<file path="src/hdl/lfs_pkg.sv">
// Shared codes and widths for the line follower steering controller.
// Holds phase, drive, status and register index codes; no dependencies.
package lfs_pkg;

  // Configuration port widths
  localparam int unsigned CFG_IDX_W  = 3;
  localparam int unsigned CFG_DATA_W = 10;

  typedef logic [3:0] phase_t;
  typedef logic [1:0] drive_t;
  typedef logic [2:0] status_t;
  typedef logic [CFG_IDX_W-1:0] cfg_idx_t;

  // Controller phases
  localparam phase_t PH_FOLLOW   = 4'd0;
  localparam phase_t PH_LEFT     = 4'd1;
  localparam phase_t PH_RIGHT    = 4'd2;
  localparam phase_t PH_COUNTER  = 4'd3;
  localparam phase_t PH_FWDHOLD  = 4'd4;
  localparam phase_t PH_APPROACH = 4'd5;
  localparam phase_t PH_PAUSE    = 4'd6;
  localparam phase_t PH_TURN     = 4'd7;
  localparam phase_t PH_HOLD     = 4'd8;

  // Drive commands
  localparam drive_t DRV_STOP  = 2'd0;
  localparam drive_t DRV_FWD   = 2'd1;
  localparam drive_t DRV_LEFT  = 2'd2;
  localparam drive_t DRV_RIGHT = 2'd3;

  // Status codes
  localparam status_t ST_FOLLOW  = 3'd0;
  localparam status_t ST_RECOVER = 3'd1;
  localparam status_t ST_LOST    = 3'd2;
  localparam status_t ST_DOCKING = 3'd3;
  localparam status_t ST_DOCKED  = 3'd4;

  // Register indexes
  localparam cfg_idx_t REG_OFFLINE_LIMIT   = 3'd0;
  localparam cfg_idx_t REG_LEFT_SWEEP      = 3'd1;
  localparam cfg_idx_t REG_RIGHT_SWEEP     = 3'd2;
  localparam cfg_idx_t REG_FORWARD_HOLD    = 3'd3;
  localparam cfg_idx_t REG_DOCK_APPROACH   = 3'd4;
  localparam cfg_idx_t REG_DOCK_PAUSE      = 3'd5;
  localparam cfg_idx_t REG_DOCK_TURN       = 3'd6;
  localparam cfg_idx_t REG_DOCK_HOLD       = 3'd7;

  // Register reset values
  localparam logic [7:0] RST_OFFLINE_LIMIT = 8'd100;
  localparam logic [7:0] RST_LEFT_SWEEP    = 8'd50;
  localparam logic [7:0] RST_RIGHT_SWEEP   = 8'd100;
  localparam logic [7:0] RST_FORWARD_HOLD  = 8'd10;
  localparam logic [7:0] RST_DOCK_APPROACH = 8'd100;
  localparam logic [9:0] RST_DOCK_PAUSE    = 10'd200;
  localparam logic [7:0] RST_DOCK_TURN     = 8'd200;
  localparam logic [7:0] RST_DOCK_HOLD     = 8'd50;

endpackage

</file>
<file path="src/hdl/line_follower_steering_fsm_unit.sv">
// Line follower steering and docking controller, top level.
// Depends on lfs_pkg for phase, drive, status and register codes.
//
// Usage:
//   Input channel s_axis: one word per tick. tuser carries the action
//   (0 sensor sample, 1 dock command); tdata carries the three sensor bits.
//   Output channel m_axis: exactly one word per input word, with the drive
//   command and status.
//   Configuration: cfg_we_i writes cfg_data_i to register cfg_idx_i;
//   write only while no word is in flight.
// Pipeline and throughput:
//   An input word is captured in the input register, the next state and
//   result are computed by combinational logic and stored in the output
//   register, which drives m_axis_tvalid_o. One word per cycle is sustained
//   while m_axis_tready_i stays high; the single state update per word is
//   the only loop.
// Reset: registers return to their default values, controller follows the
//   line with cleared counters, and both channels are empty.
// Stall: while m_axis_tready_i is low the output word holds; one more input
//   word is taken into the input register, then s_axis_tready_o drops.
module line_follower_steering_fsm_unit (
  input  logic                          clk_i,
  input  logic                          rst_ni,
  // Input channel
  input  logic                          s_axis_tvalid_i,
  output logic                          s_axis_tready_o,
  input  logic [7:0]                    s_axis_tdata_i,  // [0] center_black, [1] left_black,
                                                         // [2] right_black, [7:3] zero
  input  logic                          s_axis_tuser_i,  // [0] action
  // Output channel
  output logic                          m_axis_tvalid_o,
  input  logic                          m_axis_tready_i,
  output logic [7:0]                    m_axis_tdata_o,  // [1:0] drive, [4:2] status,
                                                         // [7:5] zero
  // Configuration write port
  input  logic                          cfg_we_i,
  input  lfs_pkg::cfg_idx_t             cfg_idx_i,
  input  logic [lfs_pkg::CFG_DATA_W-1:0] cfg_data_i
);

  import lfs_pkg::*;

  // Configuration registers
  logic [7:0] offline_limit_q, left_sweep_q, right_sweep_q, forward_hold_q;
  logic [7:0] dock_approach_q, dock_turn_q, dock_hold_q;
  logic [9:0] dock_pause_q;

  // Input register
  logic a_valid_q;
  logic a_action_q, a_c_q, a_l_q, a_r_q;

  // Output register
  logic    o_valid_q;
  drive_t  o_drive_q;
  status_t o_status_q;

  // Controller state
  phase_t     phase_q, phase_d;
  logic       lz_q, lz_d;
  logic [7:0] oc_q, oc_d;
  logic [7:0] si_q, si_d;
  logic [9:0] hc_q, hc_d;
  logic       ctr_q, ctr_d;

  // Handshake
  logic s_fire, a_adv;

  // Following tick results
  logic [1:0] fol_n;
  logic [7:0] oc_inc;
  phase_t     fol_ph;
  logic       fol_lz;
  logic [7:0] fol_oc, fol_si;
  drive_t     fol_drive;
  status_t    fol_status;

  // Step results and chain control
  drive_t     drive_c;
  status_t    status_c;
  logic [7:0] si_n;
  logic       go_counter, go_fwd, go_pause, go_hold, take_follow, from_hit, hit;
  logic [9:0] ctr_h, fwd_h, pause_h, hold_h;

  assign a_adv           = a_valid_q && (!o_valid_q || m_axis_tready_i);
  assign s_axis_tready_o = !a_valid_q || a_adv;
  assign s_fire          = s_axis_tvalid_i && s_axis_tready_o;

  assign m_axis_tvalid_o = o_valid_q;
  assign m_axis_tdata_o  = {3'b000, o_status_q, o_drive_q};

  // Write configuration registers
  always_ff @(posedge clk_i or negedge rst_ni) begin
    if (!rst_ni) begin
      offline_limit_q <= RST_OFFLINE_LIMIT;
      left_sweep_q    <= RST_LEFT_SWEEP;
      right_sweep_q   <= RST_RIGHT_SWEEP;
      forward_hold_q  <= RST_FORWARD_HOLD;
      dock_approach_q <= RST_DOCK_APPROACH;
      dock_pause_q    <= RST_DOCK_PAUSE;
      dock_turn_q     <= RST_DOCK_TURN;
      dock_hold_q     <= RST_DOCK_HOLD;
    end else if (cfg_we_i) begin
      unique case (cfg_idx_i)
        REG_OFFLINE_LIMIT: offline_limit_q <= cfg_data_i[7:0];
        REG_LEFT_SWEEP:    left_sweep_q    <= cfg_data_i[7:0];
        REG_RIGHT_SWEEP:   right_sweep_q   <= cfg_data_i[7:0];
        REG_FORWARD_HOLD:  forward_hold_q  <= cfg_data_i[7:0];
        REG_DOCK_APPROACH: dock_approach_q <= cfg_data_i[7:0];
        REG_DOCK_PAUSE:    dock_pause_q    <= cfg_data_i[9:0];
        REG_DOCK_TURN:     dock_turn_q     <= cfg_data_i[7:0];
        REG_DOCK_HOLD:     dock_hold_q     <= cfg_data_i[7:0];
        default: ;
      endcase
    end
  end

  // Capture input word
  always_ff @(posedge clk_i or negedge rst_ni) begin
    if (!rst_ni) begin
      a_valid_q <= 1'b0;
    end else if (s_fire) begin
      a_valid_q <= 1'b1;
    end else if (a_adv) begin
      a_valid_q <= 1'b0;
    end
  end

  always_ff @(posedge clk_i) begin
    if (s_fire) begin
      a_action_q <= s_axis_tuser_i;
      a_c_q      <= s_axis_tdata_i[0];
      a_l_q      <= s_axis_tdata_i[1];
      a_r_q      <= s_axis_tdata_i[2];
    end
  end

  // Following tick: steer toward the line or count off-line ticks; past the limit, sweep or go lost
  always_comb begin
    fol_n      = {1'b0, a_c_q} + {1'b0, a_l_q} + {1'b0, a_r_q};
    oc_inc     = (oc_q == 8'hFF) ? 8'hFF : oc_q + 8'd1;
    fol_ph     = PH_FOLLOW;
    fol_lz     = lz_q;
    fol_oc     = oc_q;
    fol_si     = si_q;
    fol_drive  = DRV_FWD;
    fol_status = ST_FOLLOW;
    if (fol_n == 2'd1) begin
      fol_oc = 8'd0;
      fol_lz = 1'b0;
      if (!a_c_q) begin
        fol_drive = a_l_q ? DRV_LEFT : DRV_RIGHT;
      end
    end else if (fol_n == 2'd2) begin
      fol_oc = 8'd0;
      fol_lz = 1'b1;
      if (a_c_q) begin
        fol_drive = !a_l_q ? DRV_LEFT : DRV_RIGHT;
      end
    end else begin
      fol_oc = oc_inc;
      if (oc_inc > offline_limit_q) begin
        fol_si = 8'd0;
        if (left_sweep_q != 8'd0) begin
          fol_ph     = PH_LEFT;
          fol_drive  = DRV_LEFT;
          fol_status = ST_RECOVER;
        end else if (right_sweep_q != 8'd0) begin
          fol_ph     = PH_RIGHT;
          fol_drive  = DRV_RIGHT;
          fol_status = ST_RECOVER;
        end else begin
          fol_oc     = 8'd0;
          fol_drive  = DRV_STOP;
          fol_status = ST_LOST;
        end
      end
    end
  end

  // Next state and result for the word in the input register
  always_comb begin
    phase_d     = phase_q;
    lz_d        = lz_q;
    oc_d        = oc_q;
    si_d        = si_q;
    hc_d        = hc_q;
    ctr_d       = ctr_q;
    drive_c     = DRV_FWD;
    status_c    = ST_FOLLOW;
    si_n        = si_q + 8'd1;
    hit         = lz_q ? !a_c_q : a_c_q;
    go_counter  = 1'b0;
    go_fwd      = 1'b0;
    go_pause    = 1'b0;
    go_hold     = 1'b0;
    take_follow = 1'b0;
    from_hit    = 1'b0;
    ctr_h       = hc_q;
    fwd_h       = hc_q;
    pause_h     = hc_q;
    hold_h      = hc_q;

    // Dispatch on command and phase
    if (a_action_q) begin
      oc_d = 8'd0;
      si_d = 8'd0;
      if (dock_approach_q != 8'd0) begin
        phase_d  = PH_APPROACH;
        drive_c  = DRV_FWD;
        status_c = ST_DOCKING;
      end else begin
        go_pause = 1'b1;
        pause_h  = dock_pause_q;
      end
    end else begin
      unique case (phase_q) inside
        PH_LEFT, PH_RIGHT: begin
          if (hit) begin
            ctr_d      = (phase_q == PH_LEFT);
            go_counter = 1'b1;
            ctr_h      = {2'b00, si_q};
            from_hit   = 1'b1;
          end else if (si_n != 8'd0 &&
                       si_n < ((phase_q == PH_LEFT) ? left_sweep_q : right_sweep_q)) begin
            si_d     = si_n;
            drive_c  = (phase_q == PH_LEFT) ? DRV_LEFT : DRV_RIGHT;
            status_c = ST_RECOVER;
          end else if (phase_q == PH_LEFT && right_sweep_q != 8'd0) begin
            si_d     = 8'd0;
            phase_d  = PH_RIGHT;
            drive_c  = DRV_RIGHT;
            status_c = ST_RECOVER;
          end else begin
            si_d     = (phase_q == PH_LEFT) ? 8'd0 : si_n;
            phase_d  = PH_FOLLOW;
            oc_d     = 8'd0;
            drive_c  = DRV_STOP;
            status_c = ST_LOST;
          end
        end
        PH_APPROACH: begin
          si_d = si_n;
          if ((a_c_q && a_l_q && a_r_q) || si_n == 8'd0 || si_n >= dock_approach_q) begin
            go_pause = 1'b1;
            pause_h  = dock_pause_q;
          end else begin
            drive_c  = DRV_FWD;
            status_c = ST_DOCKING;
          end
        end
        PH_TURN: begin
          si_d = si_n;
          if (!a_c_q || si_n == 8'd0 || si_n >= dock_turn_q) begin
            go_hold = 1'b1;
            hold_h  = {2'b00, dock_hold_q};
          end else begin
            drive_c  = DRV_RIGHT;
            status_c = ST_DOCKING;
          end
        end
        PH_COUNTER: go_counter = 1'b1;
        PH_FWDHOLD: go_fwd     = 1'b1;
        PH_PAUSE:   go_pause   = 1'b1;
        PH_HOLD:    go_hold    = 1'b1;
        default:    take_follow = 1'b1;
      endcase
    end

    // Counter-turn for the sweep length
    if (go_counter) begin
      if (ctr_h != 10'd0) begin
        phase_d  = PH_COUNTER;
        hc_d     = ctr_h - 10'd1;
        drive_c  = ctr_d ? DRV_RIGHT : DRV_LEFT;
        status_c = ST_RECOVER;
      end else begin
        go_fwd = 1'b1;
        fwd_h  = {2'b00, forward_hold_q};
      end
    end

    // Forward hold, then fall back to following
    if (go_fwd) begin
      if (fwd_h != 10'd0) begin
        phase_d  = PH_FWDHOLD;
        hc_d     = fwd_h - 10'd1;
        drive_c  = DRV_FWD;
        status_c = ST_RECOVER;
      end else begin
        phase_d = PH_FOLLOW;
        hc_d    = 10'd0;
        if (from_hit) begin
          drive_c  = DRV_FWD;
          status_c = ST_FOLLOW;
        end else begin
          take_follow = 1'b1;
        end
      end
    end

    // Dock pause, then right turn or hold
    if (go_pause) begin
      if (pause_h != 10'd0) begin
        phase_d  = PH_PAUSE;
        hc_d     = pause_h - 10'd1;
        drive_c  = DRV_FWD;
        status_c = ST_DOCKING;
      end else begin
        si_d = 8'd0;
        hc_d = 10'd0;
        if (dock_turn_q != 8'd0) begin
          phase_d  = PH_TURN;
          drive_c  = DRV_RIGHT;
          status_c = ST_DOCKING;
        end else begin
          go_hold = 1'b1;
          hold_h  = {2'b00, dock_hold_q};
        end
      end
    end

    // Dock hold, then stop as docked
    if (go_hold) begin
      if (hold_h != 10'd0) begin
        phase_d  = PH_HOLD;
        hc_d     = hold_h - 10'd1;
        drive_c  = DRV_RIGHT;
        status_c = ST_DOCKING;
      end else begin
        phase_d  = PH_FOLLOW;
        hc_d     = 10'd0;
        drive_c  = DRV_STOP;
        status_c = ST_DOCKED;
      end
    end

    // Treat the word as a following tick
    if (take_follow) begin
      phase_d  = fol_ph;
      lz_d     = fol_lz;
      oc_d     = fol_oc;
      si_d     = fol_si;
      drive_c  = fol_drive;
      status_c = fol_status;
    end
  end

  // Advance controller state once per word
  always_ff @(posedge clk_i or negedge rst_ni) begin
    if (!rst_ni) begin
      phase_q <= PH_FOLLOW;
      lz_q    <= 1'b0;
      oc_q    <= 8'd0;
      si_q    <= 8'd0;
      hc_q    <= 10'd0;
      ctr_q   <= 1'b0;
    end else if (a_adv) begin
      phase_q <= phase_d;
      lz_q    <= lz_d;
      oc_q    <= oc_d;
      si_q    <= si_d;
      hc_q    <= hc_d;
      ctr_q   <= ctr_d;
    end
  end

  // Hold the result word until taken
  always_ff @(posedge clk_i or negedge rst_ni) begin
    if (!rst_ni) begin
      o_valid_q <= 1'b0;
    end else if (a_adv) begin
      o_valid_q <= 1'b1;
    end else if (m_axis_tready_i) begin
      o_valid_q <= 1'b0;
    end
  end

  always_ff @(posedge clk_i) begin
    if (a_adv) begin
      o_drive_q  <= drive_c;
      o_status_q <= status_c;
    end
  end

  // An empty output register never blocks the input side
  assert property (@(posedge clk_i) disable iff (!rst_ni)
    !o_valid_q |-> s_axis_tready_o)
    else $error("input stalled with empty output register");

  // A dock command always yields a docking or docked word
  assert property (@(posedge clk_i) disable iff (!rst_ni)
    (a_adv && a_action_q) |=> (o_valid_q &&
      (o_status_q == ST_DOCKING || o_status_q == ST_DOCKED)))
    else $error("dock command did not report docking");

  // Lost and docked words always stop the drive
  assert property (@(posedge clk_i) disable iff (!rst_ni)
    (o_valid_q && (o_status_q == ST_LOST || o_status_q == ST_DOCKED)) |->
      (o_drive_q == DRV_STOP))
    else $error("lost or docked word without stop");

  // Docking phases run with a cleared off-line count
  assert property (@(posedge clk_i) disable iff (!rst_ni)
    (phase_q == PH_APPROACH || phase_q == PH_PAUSE ||
     phase_q == PH_TURN || phase_q == PH_HOLD) |-> (oc_q == 8'd0))
    else $error("off-line count set during docking");

endmodule

</file>
<file path="config.mk">
export PLATFORM = sky130hd
export DESIGN_NAME = line_follower_steering_fsm_unit
export DESIGN_NICKNAME = d
export VERILOG_FILES = /design/src/hdl/lfs_pkg.sv /design/src/hdl/line_follower_steering_fsm_unit.sv
export SDC_FILE = /design/constraint.sdc
export NUM_CORES = 1
export LEC_CHECK = 0
export BUFFER_PORTS_ARGS = -buffer_cell sky130_fd_sc_hd__buf_4
export CAP_MARGIN = 20
export CORE_MARGIN = 2
export CORE_UTILIZATION = 55
export CTS_BUF_LIST = sky130_fd_sc_hd__clkbuf_8 sky130_fd_sc_hd__clkbuf_16
export CTS_CLUSTER_DIAMETER = 60
export DETAILED_ROUTE_END_ITERATION = 16
export MAX_ROUTING_LAYER = met4
export PLACE_DENSITY_LB_ADDON = 0.12
export SYNTH_ARGS = -nofsm -noshare
export SYNTH_HDL_FRONTEND = slang
export SYNTH_SLANG_ARGS = --single-unit
</file>
<file path="constraint.sdc">
create_clock -name clk_i -period 7.62 [get_ports clk_i]
set_input_delay 0 -clock clk_i [delete_from_list [all_inputs] [get_ports clk_i]]
set_output_delay 0 -clock clk_i [all_outputs]
set_load 0.01 [all_outputs]
</file>
Word level (Yosys, flattened, before mapping)
Index checks and enable logic that the tools add are counted.
{ "totals": {"reg_bits": 109, "latchBits": 0, "ram_bits": 0, "rom_bits": 0, "inputBits": 27, "output_inout_bits": 10, "elab_cells": 260, "mem_count": 0} }
{ "op_classes": {"add_sub_neg": 8, "n_mul": 0, "div_mod_pow": 0, "n_lt_le_gt_ge": 4, "n_eq_ne": 24, "n_shift": 0, "mux": 155, "bitwise": 0, "n_reduce_logical": 47} }
{ "op_table": {"columns": ["op", "count"], "rows": [
  ["$mux 10", 23],
  ["$mux 8", 24],
  ["$mux 4", 18],
  ["$mux 2", 33],
  ["$mux 3", 16],
  ["$reduce_bool 10->1", 4],
  ["$reduce_bool 8->1", 5],
  ["$sub 10x1->10 const B", 4],
  ["$mux 1", 35],
  ["$add 8x1->8 const B", 2],
  ["$eq 4x3->1 const B", 4],
  ["$ge 8x8->1", 2],
  ["$pmux 8 s2", 1],
  ["$reduce_and 2->1", 8],
  ["$eq 3x3->1 const B", 4],
  ["$ne 3x3->1 const B", 3],
  ["$eq 4x2->1 const B", 2],
  ["$eq 8x8->1 const B", 1],
  ["$gt 8x8->1", 1],
  ["$logic_not 8->1", 1],
  ["$lt 8x8->1", 1],
  ["$reduce_bool 4->1", 2],
  ["$reduce_or 8->1", 1],
  ["$eq 3x2->1 const B", 2],
  ["22 further kinds", 41]
]} }

Longest topological paths before layout
{ "logic_depth": {"ltp_word": 18, "mapped_depth": 26, "mapped_depth_nobuf": 25} }

Worst setup path before layout
OpenSTA, ideal clock, no wires.
{ "synth_timing": {"kind": "register -> register", "from": "register si_q[1]", "to": "register hc_q[2]", "setup_ps": 132, "t_arrival_ps": 5707, "t_required_ps": 7488, "slack_ps": 1781, "path_stages_with_launch": 27, "path_buffers": 1, "synth_period_minus_slack_ps": 5839, "path_cell_list": "dfrtp_1 ha_1 and2_0 nand4_1 xnor2_1 ha_1 a21oi_1 nand2_1 a221o_1 o31ai_2 buf_2 mux2i_1 ha_1 nand3b_1 nor3_1 and3_1 o31ai_1 nand2_2 a21boi_0 ha_1 nor2b_1 nand2_1 or3_1 nand2_1 a22oi_1 o21ai_0 o211ai_1"} }
{ "synth_between": {"elab_chain_len": 13, "word_cells_on_any_way": 52, "classes_between": "5 x add/sub; 2 x order compare; 33 x mux; 12 x reduce/logical"} }
{ "synth_rtl": {"columns": ["element", "line", "rtl"], "rows": [
  ["start, declared", "line_follower_steering_fsm_unit.sv:61", "logic [7:0] si_q, si_d;"],
  ["start signal, assigned", "line_follower_steering_fsm_unit.sv:361", "si_q <= si_d;"],
  ["branches (longest 13 deep; another with $sub 10x1->10)", null, null],
  ["end signal, assigned", "line_follower_steering_fsm_unit.sv:355", "hc_q <= 10'd0;"],
  ["end signal, assigned", "line_follower_steering_fsm_unit.sv:362", "hc_q <= hc_d;"],
  ["end, declared", "line_follower_steering_fsm_unit.sv:62", "logic [9:0] hc_q, hc_d;"]
]} }
Several ways; the timed one is not identified. The select of a mux whose other input is x is not followed.
A chain may end at the register's enable or synchronous reset.

Worst setup path after layout
{ "layout_timing": {"from": "register si_q[0]", "to": "register o_status_q[1], data pin"} }
{ "layout_between": {"elab_chain_len": 17, "word_cells_on_any_way": 59, "classes_between": "1 x add/sub; 3 x order compare; 44 x mux; 11 x reduce/logical"} }
{ "layout_rtl": {"columns": ["element", "line", "rtl"], "rows": [
  ["$add 8x1->8", "line_follower_steering_fsm_unit.sv:190", "si_n = si_q + 8'd1;"],
  ["$lt 8x8->1 (tied with other cells)", "line_follower_steering_fsm_unit.sv:224", "si_n < ((phase_q == PH_LEFT) ? left_sweep_q : right_sweep_q)) begin"],
  ["$logic_and 1x1->1 (tied with other cells)", "line_follower_steering_fsm_unit.sv:223", "end else if (si_n != 8'd0 &&"],
  ["$mux 2 (tied with other cells)", "line_follower_steering_fsm_unit.sv:223", null],
  ["$mux 2 (on tied branches)", "line_follower_steering_fsm_unit.sv:218, line_follower_steering_fsm_unit.sv:243, line_follower_steering_fsm_unit.sv:253", null],
  ["$pmux 2 s3", "line_follower_steering_fsm_unit.sv:216", "unique case (phase_q) inside"],
  ["$mux 3", "line_follower_steering_fsm_unit.sv:204", "if (a_action_q) begin"],
  ["$mux 3", "line_follower_steering_fsm_unit.sv:271", "if (ctr_h != 10'd0) begin"],
  ["[... 2 more ...]", null, null],
  ["$mux 3", "line_follower_steering_fsm_unit.sv:284", "if (fwd_h != 10'd0) begin"],
  ["$mux 3", "line_follower_steering_fsm_unit.sv:283", "if (go_fwd) begin"],
  ["$mux 3", "line_follower_steering_fsm_unit.sv:311", "if (dock_turn_q != 8'd0) begin"],
  ["$mux 3", "line_follower_steering_fsm_unit.sv:303", "if (pause_h != 10'd0) begin"],
  ["$mux 3", "line_follower_steering_fsm_unit.sv:302", "if (go_pause) begin"],
  ["$mux 3", "line_follower_steering_fsm_unit.sv:323", "if (go_hold) begin"],
  ["$mux 3 *", "line_follower_steering_fsm_unit.sv:338", "if (take_follow) begin"],
  ["via status_c[1]", "line_follower_steering_fsm_unit.sv:79", "status_t status_c;"],
  ["end signal, assigned", "line_follower_steering_fsm_unit.sv:381", "o_status_q <= status_c;"],
  ["end, declared", "line_follower_steering_fsm_unit.sv:55", "status_t o_status_q;"]
]} }
The timed path passes the listed nets; every way through them passes the cells marked *.

==> impl_metrics.ini <==
[run_status]
status = completed

[sta]
maxSlewViolCount = 0
final.setup_skew_ps = 9.00
setup_viol = 0
grt_setup_unrepaired = false
period_share_pct = 90.6
hold_viol_final = 0
fmax_ghz = 0.145
hold_ws_ps = 62.4
timing.slew.headroom_pct = 26.8
tns_ps = 0
post-route-min-period_ps = 6910
worst-slew-pin-transition_ps = 1090

[floorplan]
core_area_um2 = 14400
placementRows = 44
floorplan.die_area_um2 = 15600
initial_core_util_pct = 55.8
chipHeight_um = 125
io_pins = 37
die_w_um = 125

[power_and_ir_drop]
p_per_area_nw_per_um2 = 290
post-layout-total-power_mw = 2.59
cellLeakagePower_nw = 3.80
worst_ir_drop_vdd_mv = 0.184

[run]
max_cap_violations = 0

[global_route]
grt.total_usage_pct = 32.3
grt-ovfl-total = 0
gr-usage-met2_pct = 49.0
grt_first_pass_wirelength_um = 38400
grt_max_degree = 82
grt.met1_usage_pct = 43.0
vias_in_the_first_global_route = 7055
grt_antenna_before_repair = 1
gr-max-usage-layer = met2
routing_usage_on_met3_pct = 7.00

[synth]
netlist_top_cells_area = dfrtp_1, dfstp_2, mux2_2, ha_1, nand2_1
syn-mean-instance-area_um2 = 9.27
dominantRegCellSynth = dfrtp_1
synthDominantCellAreaShare_pct = 24.0
synth_edf_count = 9
synthDominantAreaCellType = dfrtp_1
mappedNetlistArea_um2 = 8020
ys_seq_elements = 109
netlist_instances = 865
ys.warnings.count = 0
share_of_the_yosys_chip_area_belonging_to_registers_pct = 34.9
ys_async_sr_fraction_pct = 91.7
ys_types = 93

[clock_tree]
cts_made_buffers = 9
clockRootBuffer = clkbuf_16
post-cts-setup-buffers = 0
clock_tree.buffer_depth = 2
path_clk_slew_ps = 80
clkLatencyLatePin_ps = 370
cts.htree.levels = 3
clkSinkCount = 109
cts_tree = yes

[setup_path]
criticalPathCategory = reg2reg
worst_setup_path_end_kind = register
worst-path-max-fanout = 15
slowest_stage = dfrtp_2
cpPeakStageDelay_ps = 490
startpoint_type = register
worst_ep_required_time_ps = 7710
critPathArrivalTime_ps = 6990
crit_family = simple AND/OR/NAND/NOR gates
cp_common_cell = ha_1
path_buf_inv = 2

[layout]
layout_common_cells = nand2_1, dfrtp_1, nor2_1
layout-drive-gt1-share_pct = 18.7
n_fill_cell = 1210
seq_area_um2 = 2800
post-route-cell-area_um2 = 8930
combined_area_of_the_multi_input_logic_cells_um2 = 4890
final-instance-count-excl-fill = 1091
areaGrowthSynthToFinish_pct = 11.3
most_common_cell_after_layout_fill_and_taps_aside = nand2_1
nNetsFinal = 969

[place]
port_buffers = 28
place_inst = 1053
dpl_cell_area_um2 = 8390
place_congestion = 0.981
hpwl_um = 18300

[routing]
detail_route.vias_per_cell = 6.48
antenna_violating_nets_post_route = 0
wire_per_inst_um = 21.9
first_pass_iters = 6
drt_iter0_drc = 728
routed_wl_um = 23900
drcViolationCount = 0
dr_total_vias = 7067

[worst_hold_path]
min_path_type = in2async
==> cell usage after synthesis (all sizes together) (10+ instances only) <==
library cell and count:
a31oi 13, dfrtp 77, or3 10, nor3 36
o31ai 15, nand4 19, nand2 91, buf 19
xor2 23, nor2 57, ha 40, inv 42
o21ai 35, clkbuf 21, nand3 28, xnor2 24
nor4 13, dfstp 23, mux2 54, a21oi 26
nand2b 15, mux2i 24
==> worst register-to-register path: stages, from the launching register on <==
cell and delay, ps:
dfrtp_2 490, ha_1 250, and2_0 290, nand4_1 180, xnor2_2 290, ha_1 320, a21oi_1 160, nand2_1 90
a221o_1 460, o31ai_2 210, buf_4 270, mux2i_1 390, ha_1 300, nand3b_1 90, nor3_1 230, and3_1 270
o31ai_1 120, buf_4 190, nand2_2 150, mux2i_1 220, ha_1 320, nor2b_1 240, nand2_1 160, nor3_1 300
o21ai_2 150, nand2_1 270, o221ai_1 190
==> metal layers <==
layer | vias to the layer above | share of wire [%]
met4 | 0 | 2.5
met2 | 282 | 46
met1 | 3457 | 44
met3 | 52 | 7.2
li1 | 3276 | -
met5 | - | 0
==> where the power goes <==
group	total, mW	internal [mW]	switching, mW
Clock	0.525	0.271	0.253
Sequential	0.908	0.735	0.173
Combinational	1.16	0.467	0.694
Total	2.59	1.47	1.12
==> logic make-up (layout without fill, tap and decap cells) <==
group                      Yosys count  in the layout  share of synthesized area [%]
and+or+nand+nor                    318            318                           20.5
AOI/OAI and AO/OA                  189            189                           17.7
buffers and inverters               82            121                           4.38
other                                1              4                         0.0467
xor gates and xnor gates            47             47                           5.32
muxes                               78             78                           10.6
DFF                                109            109                           34.9
adders and majority gates           41             41                           6.49
==> worst paths after layout <==
kind | slack [ps] | start | endpoint | depth (start not counted)
setup / recovery | 710 | si_q[0] | o_status_q[1] | 26
hold / removal | 60 | rst_ni | phase_q[0] | 2
setup reg to reg | 710 | si_q[0] | o_status_q[1] | 26
hold reg to reg | 490 | a_valid_q | m_axis_tvalid_o | 1
max in group asynchronous | 6210 | rst_ni | si_q[0] | 3
min in group clk_i | 70 | cfg_idx_i[1] | left_sweep_q[1] | 3
==> per-stage QoR <==
step	utilization (%)	setup slack, ps
final	62.1	715
after global placement	58.4	868
after CTS	62.0	579
after detailed placement	58.4	630
after floorplan	-	1780
after global routing	62.1	58.8
==> timing repair <==
item	4_1_cts	5_1_grt
hold buffers	18	0
endpoints found under the setup margin	0	7
endpoints found under the hold margin	91	0
resized for setup	0	2
==> registers in the layout, summed over array words and instances, names as in the netlist, 2 cells and up <==
signal	cells
dock_pause_q	10
hc_q	10
dock_approach_q	8
dock_hold_q	8
dock_turn_q	8
forward_hold_q	8
left_sweep_q	8
oc_q	8
offline_limit_q	8
right_sweep_q	8
si_q	8
phase_q	4
o_status_q	3
o_drive_q	2
==> cell type report <==
type,instances,share of cell area [%]
Timing Repair Buffer,63,5.72
Tap cell,184,2.58
Clock inverter,7,1.23
Clock buffer,9,2.52
Antenna cell,1,0.0280
Inverter,42,1.77
Multi-Input combinational cell,676,54.8
Sequential cell,109,31.4
Note: power is estimated with default switching activity, not from simulation.
